===== src/rtl/core/wtvs_pkg.sv =====
// ============================================================================
// wtvs_pkg
// Shared widths, register indexes and types of the weighted total variation
// sum block.
// ============================================================================
package wtvs_pkg;

    // store geometry
    localparam int MAX_WIDTH   = 256;
    localparam int MAX_HEIGHT  = 256;
    localparam int MAX_DEPTH   = 4096;
    localparam int STORE_DEPTH = MAX_WIDTH * MAX_HEIGHT;
    localparam int ADDR_W      = 16;
    localparam int X_W         = 8;
    localparam int Y_W         = 8;
    localparam int Z_W         = 12;
    localparam int STORE_W     = 32;

    // field and datapath widths
    localparam int SAMPLE_W = 16;
    localparam int WEIGHT_W = 16;
    localparam int DIM_W    = 9;
    localparam int DEPTH_W  = 13;
    localparam int CFG_W    = 13;
    localparam int IDX_W    = 2;
    localparam int SQ_W     = 34;
    localparam int ROOT_W   = 17;
    localparam int PROD_W   = 33;
    localparam int SUM_W    = 63;

    // configuration register indexes
    localparam logic [IDX_W-1:0] REG_WIDTH  = 2'd0;
    localparam logic [IDX_W-1:0] REG_HEIGHT = 2'd1;
    localparam logic [IDX_W-1:0] REG_DEPTH  = 2'd2;

    // queue between front and back
    localparam int QDEPTH = 2;

    // one classified voxel word
    typedef struct packed {
        logic signed [SAMPLE_W-1:0] sample;
        logic [WEIGHT_W-1:0]        weight;
        logic [X_W-1:0]             x;
        logic [Y_W-1:0]             y;
        logic                       has_a;   // previous-slice term
        logic                       has_b;   // upper-row term
        logic                       has_c;   // left term in last row
        logic                       x_in;    // right neighbour inside
        logic                       y_in;    // lower neighbour inside
        logic                       last;    // last voxel of volume
    } entry_t;

    typedef struct packed {
        logic       full;
        logic       empty;
        logic [1:0] count;
    } q_status_t;

endpackage


===== src/rtl/core/wtvs_queue.sv =====
// ============================================================================
// wtvs_queue
// Two-entry queue of classified words between front and back.
// ============================================================================
module wtvs_queue (
    input  logic                 clk,
    input  logic                 rst_n,
    input  logic                 push,
    input  wtvs_pkg::entry_t     push_entry,
    input  logic                 pop,
    output wtvs_pkg::entry_t     head,
    output wtvs_pkg::q_status_t  status
);

    wtvs_pkg::entry_t mem_reg [wtvs_pkg::QDEPTH];
    logic             wr_ptr_reg, rd_ptr_reg;
    logic [1:0]       count_reg;

    assign head         = mem_reg[rd_ptr_reg];
    assign status.full  = count_reg == 2'(wtvs_pkg::QDEPTH);
    assign status.empty = count_reg == 2'd0;
    assign status.count = count_reg;

    // entry storage
    always_ff @(posedge clk)
    begin
        if (push)
        begin
            mem_reg[wr_ptr_reg] <= push_entry;
        end
    end

    // pointers and fill level
    always_ff @(posedge clk or negedge rst_n)
    begin
        if (!rst_n)
        begin
            wr_ptr_reg <= 1'b0;
            rd_ptr_reg <= 1'b0;
            count_reg  <= 2'd0;
        end
        else
        begin
            if (push)
                wr_ptr_reg <= !wr_ptr_reg;
            if (pop)
                rd_ptr_reg <= !rd_ptr_reg;
            if (push && !pop)
                count_reg <= count_reg + 2'd1;
            else if (pop && !push)
                count_reg <= count_reg - 2'd1;
        end
    end

endmodule


===== config.mk =====
export PLATFORM = sky130hd
export DESIGN_NAME = wtvs_queue
export DESIGN_NICKNAME = d
export VERILOG_FILES = /design/src/rtl/core/wtvs_pkg.sv /design/src/rtl/core/wtvs_queue.sv
export SDC_FILE = /design/constraint.sdc
export NUM_CORES = 1
export LEC_CHECK = 0
export BUFFER_PORTS_ARGS = -buffer_cell sky130_fd_sc_hd__buf_2
export CORE_MARGIN = 3
export CORE_UTILIZATION = 40
export DETAILED_ROUTE_END_ITERATION = 16
export GPL_ROUTABILITY_DRIVEN = 0
export GPL_TIMING_DRIVEN = 0
export PLACE_DENSITY_LB_ADDON = 0.08
export RECOVER_POWER = 50
export SYNTH_ARGS = -nofsm -noshare
export SYNTH_HDL_FRONTEND = slang
export SYNTH_SLANG_ARGS = --single-unit

===== constraint.sdc =====
create_clock -name clk -period 6.17 [get_ports clk]
set_input_delay 0.9255 -clock clk [delete_from_list [all_inputs] [get_ports clk]]
set_output_delay 0.9255 -clock clk [all_outputs]
set_load 0.05 [all_outputs]

==> out/metrics.yaml <==
power_and_ir_drop:
  ir_drop_v: 0.000383
  powerDensity_mw_per_mm2: 528
  pwr-share-comb: 0.483
  leakagePower_uw: 0.00207
  clock_power_share: 0.138
  p_seq_frac: 0.379
  p_sw_frac: 0.420
  p_total_uw: 2770
  p_int_uw: 1610
  power.switching_uw: 1160
die:
  die_area_mm2: 0.0121
  start_util: 0.416
  row_count: 37
  ios: 116
  die_height_um: 110
  die_x_um: 110
  core_mm2: 0.0104
cts:
  cts_buffers: 9
  postCtsSetupBuffers: 0
  cts_max_level: 3
  cts.sinks: 112
  clk_pin_slew_ns: 0.10
  cts_tree: "built"
  cts_hold_buf: 0
  clockRootBuffer: "clkbuf_8"
  cts_buffer_depth: 2
  clkLatencyLatePin_ns: 0.35
  cts_resized: 0
setup_path:
  ff2ff_setup_slack_ns: 3.28
  r2r_cells: 2
  worst_path_largest_cell_delay_ns: 1.91
  cp_cell_sequence: "clkbuf_1 > nor2b_1 > buf_12"
  r2r-start: "wr_ptr_reg"
  cp_data_required_time_ns: 6.22
  startpoint_type: "primary input"
  crit_start: "push"
  endpoint_kind: "flip-flop"
  reg2reg_to: "mem_reg[0][52]"
  crit_type: "in2reg"
  critPathSlowestCell: "nor2b_1"
  worst-path-buf-inv: 2
  cp_top_family: "simple AND/OR/NAND/NOR gates"
  cp_max_fo: 28
  critPathArrivalTime_ns: 3.32
detailed_routing:
  drc: 0
  drtAntennaViolNets: 0
  vias: 2045
  wl_per_cell_um: 15.6
  drtIter0Drc: 70
  via_per_inst: 4.51
  first_pass_iters: 4
  drt_wl_total_um: 7070
global_route:
  grt-ovfl-total: 0
  grt_pass1_wl_um: 10700
  grt_pass1_vias: 2112
  grt_use_total: 0.119
  grt_max_degree: 36
  antenna_found_initial: 0
yosys:
  synth_area_mm2: 0.00433
  netlist_instances: 184
  synth_nets: 243
  ys_top_cells_by_area: "edfxtp_1, mux2_4, buf_12"
  ys_types: 13
  avgSynthCellArea_um2: 23.5
  synth_seq_area_share: 0.772
  synth_top_area_share: 0.748
  ys_ff_latch: 112
  yosys.area.top_type: "edfxtp_1"
  yosysWarnings: 0
sta:
  rsz0062_at_grt: "no"
  drv_slew: 27
  finClkSkew_ns: 0.00509
  setup_ws_ns: 2.90
  worst_slew_pin_slew_ns: 2.52
  slew_headroom: -0.682
  min_period_ns: 3.27
  finalSetupViolCount: 0
  hold_viol_final: 0
  fin_crit_sh: 0.530
  clock.fmax_mhz: 306
  setup_tns_ns: 0
  hold_slack_ns: 0.379
run_status:
  violations: "capacitance limit, slew limit"
  status: "finished, violations left"
finish:
  drive_gt1_frac: 0.527
  area_growth_pct: 21.2
  fin_nets: 371
  insertedDiodeCount: 0
  largest_reg_flops: 108
  fin_cells: 453
placed_design:
  preCtsSetupSlack_ns: 3.72
  place_hpwl_um: 4770
  place_inst: 437
  io_buffer_count: 115
flow_run:
  timing.max_cap.violations: 1
worst_hold_path:
  hold_path_class: "in2async"
==> cells in the final DEF, fill, tap and decap left out <==
master / count
edfxtp_1: 108
buf_2: 92
mux2_4: 49
clkbuf_1: 24
clkbuf_8: 9
buf_12: 7
mux2_2: 5
xor2_1: 4
dfrtp_1: 4
nor2b_1: 2
nor2_1: 2
inv_6: 2
clkinv_1: 2
inv_1: 1
and2_0: 1
xnor2_1: 1
ha_1: 1
clkinv_2: 1
clkinv_4: 1
clkinvlp_4: 1
==> how the worst max path moves through the flow <==
stage	end	cells after the start	slack, ns
final	mem_reg[0][52]	3	2.90
after global routing	mem_reg[0][32]	3	2.65
after detailed placement	mem_reg[0][34]	3	3.72
after CTS	head[22]	4	3.60
after floorplan	mem_reg[0][0]	1	2.38
after global placement	mem_reg[0][36]	2	0.68
==> metal layers <==
layer,global-route usage,wire length (um),up-vias
met5,0,0,-
met4,0.0401,80,0
met3,0.0414,503,6
met2,0.194,3510,69
met1,0.150,2970,994
li1,-,-,976
==> cells in the mapped netlist <==
| master | n |
|---|---|
| nor2_1 | 2 |
| buf_6 | 1 |
| ha_1 | 1 |
| inv_1 | 1 |
| mux2_2 | 5 |
| dfrtp_1 | 4 |
| edfxtp_1 | 108 |
| xor2_1 | 4 |
| xnor2_1 | 1 |
| nor2b_1 | 2 |
| buf_12 | 5 |
| mux2_4 | 49 |
| and2_1 | 1 |
==> worst reg2reg max path, stage by stage (launching register included) <==
cell and delay (ns):
dfrtp_1 0.42, nor2b_1 1.87, buf_12 0.28
==> cell type report <==
cell class,count,area (um2)
multi-input combinational,65,875
buffer,6,104
clock buffer,9,124
sequential,112,3340
tap,136,170
fill,911,5160
inverter,1,3.75
timing repair buffer,117,587
clock inverter,7,46.3
==> power by group through the flow <==
stage | clock (uW) | sequential, uW | combinational [uW]
3_5_place_dp | 0 | 1070 | 1370
6_report | 383 | 1050 | 1340
4_1_cts | 400 | 1050 | 1370
5_1_grt | 436 | 1070 | 1410
3_3_place_gp | 0 | 1080 | 1350
2_1_floorplan | 0 | 1090 | 1090
==> stage by stage <==
stage	cell area [um2]	util
final	5250	0.504
after global routing	5250	0.504
after CTS	5300	0.509
after detailed placement	5130	0.492
after global placement	5080	0.488
after floorplan	4330	-
==> cell families (layout without fill, tap and decap cells) <==
logic type,Yosys count,in the layout,synth area share
adder cells (fa/ha/maj),1,1,0.00289
AND/OR/NAND/NOR,5,5,0.00607
buffers and inverters,7,140,0.0266
multiplexers,54,54,0.183
flip-flops,112,112,0.772
XOR/XNOR,5,5,0.0101
Note: power is estimated with default switching activity, not from simulation.
