### src/rtl/core/wtvs_pkg.sv
// ============================================================================
// wtvs_pkg
// Shared widths, register indexes and types of the weighted total variation
// sum block.
// ============================================================================
package wtvs_pkg;

    // store geometry
    localparam int MAX_WIDTH   = 256;
    localparam int MAX_HEIGHT  = 256;
    localparam int MAX_DEPTH   = 4096;
    localparam int STORE_DEPTH = MAX_WIDTH * MAX_HEIGHT;
    localparam int ADDR_W      = 16;
    localparam int X_W         = 8;
    localparam int Y_W         = 8;
    localparam int Z_W         = 12;
    localparam int STORE_W     = 32;

    // field and datapath widths
    localparam int SAMPLE_W = 16;
    localparam int WEIGHT_W = 16;
    localparam int DIM_W    = 9;
    localparam int DEPTH_W  = 13;
    localparam int CFG_W    = 13;
    localparam int IDX_W    = 2;
    localparam int SQ_W     = 34;
    localparam int ROOT_W   = 17;
    localparam int PROD_W   = 33;
    localparam int SUM_W    = 63;

    // configuration register indexes
    localparam logic [IDX_W-1:0] REG_WIDTH  = 2'd0;
    localparam logic [IDX_W-1:0] REG_HEIGHT = 2'd1;
    localparam logic [IDX_W-1:0] REG_DEPTH  = 2'd2;

    // queue between front and back
    localparam int QDEPTH = 2;

    // one classified voxel word
    typedef struct packed {
        logic signed [SAMPLE_W-1:0] sample;
        logic [WEIGHT_W-1:0]        weight;
        logic [X_W-1:0]             x;
        logic [Y_W-1:0]             y;
        logic                       has_a;   // previous-slice term
        logic                       has_b;   // upper-row term
        logic                       has_c;   // left term in last row
        logic                       x_in;    // right neighbour inside
        logic                       y_in;    // lower neighbour inside
        logic                       last;    // last voxel of volume
    } entry_t;

    typedef struct packed {
        logic       full;
        logic       empty;
        logic [1:0] count;
    } q_status_t;

endpackage

### src/rtl/core/wtvs_front.sv
// ============================================================================
// wtvs_front
// Holds the dimension registers and voxel counters, tags each accepted
// word with the terms it completes.
// ============================================================================
module wtvs_front (
    input  logic                                  clk,
    input  logic                                  rst_n,
    input  logic                                  cfg_write,
    input  logic [wtvs_pkg::IDX_W-1:0]            cfg_index,
    input  logic [wtvs_pkg::CFG_W-1:0]            cfg_data,
    input  logic                                  push,
    input  logic signed [wtvs_pkg::SAMPLE_W-1:0]  sample,
    input  logic [wtvs_pkg::WEIGHT_W-1:0]         weight,
    output wtvs_pkg::entry_t                      entry
);

    logic [wtvs_pkg::DIM_W-1:0]   w_reg, h_reg;
    logic [wtvs_pkg::DEPTH_W-1:0] d_reg;
    logic [wtvs_pkg::X_W-1:0]     x_reg;
    logic [wtvs_pkg::Y_W-1:0]     y_reg;
    logic [wtvs_pkg::Z_W-1:0]     z_reg;
    logic [wtvs_pkg::DIM_W-1:0]   x_plus, y_plus, w_val, h_val;
    logic [wtvs_pkg::DEPTH_W-1:0] z_plus, d_val;
    logic                         row_end, col_last, last_slice;

    // clamped register values
    always_comb
    begin
        w_val = cfg_data[wtvs_pkg::DIM_W-1:0];
        if (w_val == '0)
            w_val = wtvs_pkg::DIM_W'(1);
        else if (w_val > wtvs_pkg::DIM_W'(wtvs_pkg::MAX_WIDTH))
            w_val = wtvs_pkg::DIM_W'(wtvs_pkg::MAX_WIDTH);
        h_val = cfg_data[wtvs_pkg::DIM_W-1:0];
        if (h_val == '0)
            h_val = wtvs_pkg::DIM_W'(1);
        else if (h_val > wtvs_pkg::DIM_W'(wtvs_pkg::MAX_HEIGHT))
            h_val = wtvs_pkg::DIM_W'(wtvs_pkg::MAX_HEIGHT);
        d_val = cfg_data[wtvs_pkg::DEPTH_W-1:0];
        if (d_val == '0)
            d_val = wtvs_pkg::DEPTH_W'(1);
        else if (d_val > wtvs_pkg::DEPTH_W'(wtvs_pkg::MAX_DEPTH))
            d_val = wtvs_pkg::DEPTH_W'(wtvs_pkg::MAX_DEPTH);
    end

    // position classification
    assign x_plus     = {1'b0, x_reg} + wtvs_pkg::DIM_W'(1);
    assign y_plus     = {1'b0, y_reg} + wtvs_pkg::DIM_W'(1);
    assign z_plus     = {1'b0, z_reg} + wtvs_pkg::DEPTH_W'(1);
    assign row_end    = x_plus >= w_reg;
    assign col_last   = y_plus >= h_reg;
    assign last_slice = z_plus >= d_reg;

    always_comb
    begin
        entry.sample = sample;
        entry.weight = weight;
        entry.x      = x_reg;
        entry.y      = y_reg;
        entry.has_a  = z_reg != '0;
        entry.has_b  = last_slice && (y_reg != '0);
        entry.has_c  = last_slice && col_last && (x_reg != '0);
        entry.x_in   = !row_end;
        entry.y_in   = !col_last;
        entry.last   = row_end && col_last && last_slice;
    end

    // registers and counters
    always_ff @(posedge clk or negedge rst_n)
    begin
        if (!rst_n)
        begin
            w_reg <= wtvs_pkg::DIM_W'(wtvs_pkg::MAX_WIDTH);
            h_reg <= wtvs_pkg::DIM_W'(wtvs_pkg::MAX_HEIGHT);
            d_reg <= wtvs_pkg::DEPTH_W'(1);
            x_reg <= '0;
            y_reg <= '0;
            z_reg <= '0;
        end
        else if (cfg_write)
        begin
            unique case (cfg_index)
                wtvs_pkg::REG_WIDTH:  w_reg <= w_val;
                wtvs_pkg::REG_HEIGHT: h_reg <= h_val;
                wtvs_pkg::REG_DEPTH:  d_reg <= d_val;
                default: ;
            endcase
            if (cfg_index == wtvs_pkg::REG_WIDTH || cfg_index == wtvs_pkg::REG_HEIGHT ||
                cfg_index == wtvs_pkg::REG_DEPTH)
            begin
                x_reg <= '0;
                y_reg <= '0;
                z_reg <= '0;
            end
        end
        else if (push)
        begin
            if (entry.last)
            begin
                x_reg <= '0;
                y_reg <= '0;
                z_reg <= '0;
            end
            else if (row_end)
            begin
                x_reg <= '0;
                if (col_last)
                begin
                    y_reg <= '0;
                    z_reg <= z_plus[wtvs_pkg::Z_W-1:0];
                end
                else
                begin
                    y_reg <= y_plus[wtvs_pkg::Y_W-1:0];
                end
            end
            else
            begin
                x_reg <= x_plus[wtvs_pkg::X_W-1:0];
            end
        end
    end

endmodule

### config.mk
export PLATFORM = sky130hd
export DESIGN_NAME = wtvs_front
export DESIGN_NICKNAME = d
export VERILOG_FILES = /design/src/rtl/core/wtvs_pkg.sv /design/src/rtl/core/wtvs_front.sv
export SDC_FILE = /design/constraint.sdc
export NUM_CORES = 1
export LEC_CHECK = 0
export BUFFER_PORTS_ARGS = -buffer_cell sky130_fd_sc_hd__buf_2
export CAP_MARGIN = 20
export CORE_UTILIZATION = 35
export CTS_CLUSTER_SIZE = 25
export DETAILED_ROUTE_END_ITERATION = 16
export SYNTH_ARGS = -nofsm -noshare
export SYNTH_HDL_FRONTEND = slang
export SYNTH_SLANG_ARGS = --single-unit
### constraint.sdc
create_clock -name clk -period 6.8 [get_ports clk]
set_clock_uncertainty 0.05 [all_clocks]
set_input_delay 0.68 -clock clk [delete_from_list [all_inputs] [get_ports clk]]
set_output_delay 0.68 -clock clk [all_outputs]
set_load 0.005 [all_outputs]
==> flow_summary.yaml, run 1 <==
cts:
  clkSinkCount: 59
  ctsHtreeMaxLevel: 3
  clk_path_buf_depth: 2
  post_cts.resized_instances: 0
  cts_made_buffers: 9
  holdBufCountCts: 0
  cts_root_buffer: "clkbuf_16"
  clk-insertion-delay-late_ps: 330
  cts_setup_buffers: 0
  tritoncts: "done"
  clkSlewWorstSetupHoldPaths_ps: 50
global_route:
  grt_pass1_wl_um: 15610
  grt.total_usage_pct: 17.26
  overflow: 0
  vias_in_the_first_global_route: 3128
  number_of_antenna_violations_at_the_first_check_in_global_routing: 0
  maximum_number_of_pins_on_one_net_before_global_route_repair: 60
layout:
  fill_cells: 1135
  drive_above_1_share_pct: 15.33
  area_used_by_multi_input_combinational_logic_um2: 2118
  largest_register_ff_count: 13
  areaGrowthSynthToFinish_pct: 9.054
  instances_no_fill: 603
  num_antenna_cells: 0
  design.final.nets: 546
  footprint_of_the_flip_flops_and_latches_um2: 1480
worst_setup_path:
  setup.worst_path.start_class: "flop"
  crit_path_top_delay_cell: "dfrtp_1"
  cp_max_fo: 6
  critical_path_class: "flop to output pin"
  critPathArrivalTime_ps: 3250
  cp-startpoint: "z_reg[0]"
  slowest_delay_ps: 430
  worst-path-buf-inv: 2
  critPathMostFrequentCell: "nor3_1"
  critical_path_required_ps: 6070
  critical_path.cell_chain: "ha_1 > nand3_1 > nor2_1 > nand3_1 > nor2_1 > xor2_1 > ha_1 > nand4_1 > nor3_1 > o31a_1 > nor3_1 > buf_4 > nor3_1 > buf_2"
  cp-end-kind: "output pin"
  critPathTopFamily: "simple AND/OR/NAND/NOR gates"
  r2r_start: "y_reg[0]"
power_and_ir_drop:
  switching_share_pct: 32.61
  switching_power_w: 0.0003774
  power_per_standard_cell_area_nw_per_um2: 262.9
  p_clk_share_pct: 35.4
  leakagePower_nw: 2.119
  power.internal_w: 0.0007797
  power.combinational.fraction_pct: 26.2
  pwr-share-seq_pct: 38.5
  vdd.ir_drop.worst_mv: 0.1619
die:
  placementRows: 38
  fp.dieH_um: 109.4
  io_pins: 105
  area_of_the_die_um2: 11960
  floorplan.core_area_um2: 11030
  die_w_um: 109.4
  start_util_pct: 36.58
synthesis:
  number_of_register_bits_inferred_by_synthesis: 59
  ys_top_cells_by_count: "56 x dfrtp_1, 51 x nand2_1, 39 x inv_1"
  leading_post_synthesis_cells_by_cell_area: "dfrtp_1 35%, ha_1 11%, buf_4 6.0%"
  synth_edf_count: 0
  postSynth.asyncResetShare_pct: 100.0
  yosysMostFrequentCell: "dfrtp_1"
  syn_area_um2: 4035
  synthesized_area_divided_by_synthesized_cell_count_um2: 8.987
  synth_fp_nets: 537
  ys.warnings.count: 0
  commonest_register_cell_after_synthesis: "dfrtp_1"
  netlist-cell-type-count: 53
  synth_sequential_area_ratio_pct: 36.68
  synthCells: 449
  yosys.area.top_type_share_pct: 34.73
  synth_area_leader_cell: "dfrtp_1"
place:
  global_placement_routability_congestion: 0.8461
  detailed_place_hpwl_um: 7112
  port_buffers: 40
  place.detailed.instances: 587
timing:
  time_the_final_worst_path_needs_with_i_o_delays_and_setup_ps: 3981
  setup_violations: 0
  slew_viol_final: 0
  fin_setup_tns_ps: 0
  rsz0062_at_grt: "no"
  hold_viol_final: 0
  maxSlewHeadroom_pct: 48.34
  min_period_over_period_pct: 58.54
  fmax_mhz: 251.2
  tightestPinTransition_ps: 774.9
  hold-worst-slack_ps: 424.5
route:
  drc: 0
  drt_iter0_markers: 128
  wirelength_um: 9473
  ant_nets: 0
  route.met3.wl_um: 468
  wl_per_cell_um: 15.71
  post_drt_via_cell_ratio: 5.245
  highest_metal_used: "met4"
  wl_met2_um: 4435
  route.vias.total: 3163
  drt_pass1_iterations: 5
  met1_length_um: 4463
min_path:
  critical_hold_path_startpoint: "w_reg[5]"
  timing.hold.worst.class: "flop to flop"
run_status:
  run_status: "finished clean"
run:
  drv_cap: 0
[worst reg2reg max path, stage by stage (launching register included)]
cell and delay [ps]:
dfrtp_1 460, ha_1 290, nand3_1 180, nor2_1 250
xor2_1 110, ha_1 310, a21oi_1 70, o21ai_1 320
nand2b_1 260, o21ai_1 140, or2_0 440, a221o_1 440
[cells in the final DEF, fill, tap and decap left out, drive strengths merged, types with 4 or more instances in the layout]
cell type  Yosys  routed
xnor2          8       8
nand2b        17      17
a22o          15      15
o21ai         40      40
ha            37      37
nor2          18      18
buf           36      42
and3           8       8
nand2         51      51
nor4           5       5
clkbuf         8      13
inv           39      39
a32o           6       6
a21oi         18      18
dfrtp         56      56
mux2           4       4
nor3          10      10
xor2          11      11
nand3         16      16
[stage by stage]
step / power (W) / worst slack, ps / instance area (um2) / utilization [%]
after floorplan: 0.0006656 / 3644 / 4035 / -
after global placement: 0.0007489 / 3306 / 4135 / 37.49
after detailed placement: 0.0007534 / 3206 / 4135 / 37.49
after CTS: 0.001168 / 2835 / 4400 / 39.89
after global routing: 0.001236 / 2562 / 4400 / 39.89
final: 0.001157 / 2819 / 4400 / 39.89
[final cells by class]
type,count,area share (%)
Inverter,39,3.327
Clock buffer,13,5.687
Sequential cell,59,33.64
Timing Repair Buffer,42,4.891
Multi-Input combinational cell,307,48.14
Tap cell,140,3.981
Clock inverter,3,0.3412
[power groups by stage]
stage | clock (W) | sequential (W) | combinational (W)
6_report | 0.000409 | 0.000445 | 0.000303
4_1_cts | 0.000417 | 0.000445 | 0.000306
2_1_floorplan | 0 | 0.000431 | 0.000234
3_5_place_dp | 0 | 0.000451 | 0.000303
3_3_place_gp | 0 | 0.000450 | 0.000299
5_1_grt | 0.000430 | 0.000454 | 0.000351
[final timing paths]
check                            end  slack (ps)  depth (start not counted)
setup / recovery            entry[3]        2820                         14
hold / removal              w_reg[5]         420                          2
setup reg to reg            z_reg[5]        3360                         11
hold reg to reg             w_reg[5]         420                          2
max in group asynchronous   y_reg[1]        5730                          2
min in group asynchronous  d_reg[11]         460                          2
[kinds of logic after synthesis]
logic type / synth area share (%)
mux: 1.116
simple gates: 18.45
buf+inv: 10.82
fa+ha+maj: 11.47
compound gates: 17.33
flops: 36.68
xor+xnor: 4.124
[routing by layer]
layer | vias to the layer above | GRT usage (%)
li1 | 1572 | -
met1 | 1503 | 23.08
met2 | 74 | 27.67
met3 | 14 | 3.853
met4 | 0 | 5.524
met5 | - | 0
No activity file was read; power rests on OpenSTA's default activity.
==> run 2: changes to the inputs <==
--- a/config.mk
+++ b/config.mk
@@ -5,6 +5,7 @@
 export SDC_FILE = /design/constraint.sdc
 export NUM_CORES = 1
 export LEC_CHECK = 0
+export ABC_AREA = 1
 export BUFFER_PORTS_ARGS = -buffer_cell sky130_fd_sc_hd__buf_2
 export CAP_MARGIN = 20
 export CORE_UTILIZATION = 35
==> constraint.sdc (replaced) <==
create_clock -name clk -period 3.3 [get_ports clk]
set_clock_uncertainty 0.05 [all_clocks]
set_input_delay 0.33 -clock clk [delete_from_list [all_inputs] [get_ports clk]]
set_output_delay 0.33 -clock clk [all_outputs]
set_load 0.005 [all_outputs]
==> flow_summary.yaml, run 2 <==
layout:
  areaGrowthSynthToFinish_pct: 11.96
  drive_above_1_share_pct: 19.02
  finish.instance_area_um2: 4967
  instances_no_fill: 783
  layout.cells.most_common_list: "156 x nand2_1, 102 x inv_1, 53 x dfrtp_1"
  design.final.nets: 699
  num_antenna_cells: 0
  layout.core_utilization_pct: 40.84
  final_common_cell: "nand2_1"
  largest_register_ff_count: 13
cts:
  clk_path_buf_depth: 2
  ctsHtreeMaxLevel: 3
  tritoncts: "done"
  clk-insertion-delay-late_ps: 330
  clkSinkCount: 59
  cts_made_buffers: 9
  cts_root_buffer: "clkbuf_16"
  clkSlewWorstSetupHoldPaths_ps: 50
die:
  die_w_um: 114.6
  fp.dieH_um: 114.6
  floorplan.core_area_um2: 12160
  io_pins: 105
  placementRows: 40
  start_util_pct: 36.48
  area_of_the_die_um2: 13130
run:
  drv_cap: 0
route:
  ant_nets: 0
  post_drt_via_cell_ratio: 4.700
  wl_per_cell_um: 13.07
  wirelength_um: 10230
  route.vias.total: 3680
  drt_pass1_iterations: 4
  drc: 0
  drt_iter0_markers: 181
synthesis:
  leading_post_synthesis_cells_by_cell_area: "dfrtp_1 32%, nand2_1 13%, ha_1 10%"
  synthCells: 591
  postSynth.asyncResetShare_pct: 100.0
  synthesized_area_divided_by_synthesized_cell_count_um2: 7.507
  ys_top_cells_by_count: "156 x nand2_1, 102 x inv_1, 56 x dfrtp_1"
  number_of_register_bits_inferred_by_synthesis: 59
  commonest_register_cell_after_synthesis: "dfrtp_1"
  netlist-cell-type-count: 42
  ys.warnings.count: 0
  synth_fp_nets: 679
  synth_sequential_area_ratio_pct: 33.36
  yosys.area.top_type_share_pct: 31.58
  yosysMostFrequentCell: "nand2_1"
  synth_edf_count: 0
  synth_area_leader_cell: "dfrtp_1"
  syn_area_um2: 4437
power_and_ir_drop:
  power_per_standard_cell_area_nw_per_um2: 499.2
  power.total_w: 0.002479
  switching_share_pct: 33.64
  power.combinational.fraction_pct: 30.5
  switching_power_w: 0.0008340
  pwr-share-seq_pct: 35.8
  p_clk_share_pct: 33.6
  power.internal_w: 0.001645
  vdd.ir_drop.worst_mv: 0.2003
  leakagePower_nw: 2.649
worst_setup_path:
  critPathArrivalTime_ps: 2820
  setup.worst_path.start_class: "flop"
  cp_max_fo: 4
  critical_path_required_ps: 2920
  critical_path.cell_chain: "ha_4 > nand4_1 > nor2_4 > nand2_1 > and2_1 > ha_1 > nand4_1 > nor2_1 > nand2_1 > nand2_1 > nor2_4 > buf_4 > a31oi_1 > buf_2"
  critPathMostFrequentCell: "nand2_1"
  cp-end-kind: "output pin"
  slowest_delay_ps: 410
  crit_path_top_delay_cell: "dfrtp_2"
  critical_path_class: "flop to output pin"
timing:
  rsz0062_at_grt: "yes"
  min_period_over_period_pct: 96.99
  setup_violations: 0
  fmax_mhz: 312.4
  maxSlewHeadroom_pct: 49.75
  finalWorstSetupSlack_ps: 99.30
  tightestPinTransition_ps: 749.7
  time_the_final_worst_path_needs_with_i_o_delays_and_setup_ps: 3201
  slew_viol_final: 0
  hold_viol_final: 0
place:
  detailed_place_hpwl_um: 7881
  place.detailed.instances: 761
  worst_slack_at_placement_ps: 278.0
  dp_area_um2: 4583
  port_buffers: 40
  global_placement_routability_congestion: 0.8897
global_route:
  grt_pass1_wl_um: 16810
  maximum_number_of_pins_on_one_net_before_global_route_repair: 37
  vias_in_the_first_global_route: 3523
  grt.total_usage_pct: 16.59
  overflow: 0
  number_of_antenna_violations_at_the_first_check_in_global_routing: 0
min_path:
  timing.hold.worst.class: "input pin to flop"
run_status:
  run_status: "finished clean"
-- run 2: cell types whose count changed after synthesis, moves of 13 or more --
cell      change
inv_1        +63
a22o_1       -15
o21ai_0      -13
nand2_1     +105
nor2_1       +20
nand2b_1     -17
-- run 2: power by group through the flow --
stage	clock network, W	logic, W	registers, W
floorplan	0	0.000541	0.000882
global placement	0	0.000705	0.000891
detailed placement	0	0.000727	0.000894
CTS	0.000864	0.000735	0.000882
global route	0.000893	0.000878	0.000900
finish	0.000834	0.000757	0.000888
-- run 2: worst paths after layout --
kind / startpoint / to / slack [ps] / depth (start not counted)
max in group asynchronous: rst_n / h_reg[8] / 2230 / 3
min reg2reg: h_reg[8] / h_reg[8] / 440 / 2
min: cfg_data[10] / d_reg[10] / 230 / 3
max: z_reg[0] / entry[4] / 100 / 14
min in group asynchronous: rst_n / x_reg[4] / 400 / 2
max reg2reg: x_reg[4] / z_reg[11] / 430 / 14
-- run 2: what timing repair did --
| item | CTS | global route |
|---|---|---|
| setup endpoints to repair | 3 | 15 |
| pin swaps | 1 | 2 |
| hold buffers | 1 | 0 |
| buffers inserted | 1 | 5 |
| endpoints found under the hold margin | 10 | 0 |
| gates resized for setup | 1 | 15 |
-- run 2: metal layers --
metal	routed length [um]	vias up	global-route usage [%]	share of wire (%)
met3	477	18	4.076	4.7
met5	0	-	0	0
li1	-	1859	-	-
met1	4839	1721	21.73	47
met2	4785	82	26.67	47
met4	131	0	5.628	1.3
-- run 2: cell families after synthesis --
| kind of cell | after synthesis | synth area share [%] |
|---|---|---|
| compound gates | 59 | 8.884 |
| xor+xnor | 15 | 2.961 |
| simple gates | 268 | 27.92 |
| fa+ha+maj | 37 | 10.43 |
| buf+inv | 153 | 16.44 |
| flops | 59 | 33.36 |
-- run 2: stage by stage --
| stage | hold WS, ps | setup TNS (ps) |
|---|---|---|
| CTS | 215.6 | 0 |
| detailed placement | 215.9 | 0 |
| floorplan | -15.59 | 0 |
| finish | 231.4 | 0 |
| global placement | 418.8 | 0 |
| global route | 223.7 | -76.85 |
-- run 2: final cells by class --
cell class | count | area [um2]
tap | 168 | 210.2
timing repair buffer | 52 | 305.3
inverter | 110 | 415.4
sequential | 59 | 1484
clock buffer | 12 | 246.5
clock inverter | 3 | 15.01
multi-input combinational | 379 | 2291
fill | 1270 | 7194
-- run 2: worst max-delay path: cells and delay by family (launching register included) --
kind                       cells  cell delay [ps]
DFF                            1              410
and+or+nand+nor                9             1190
AOI/OAI and AO/OA              1              160
adders and majority gates      2              440
buffers and inverters          2              280
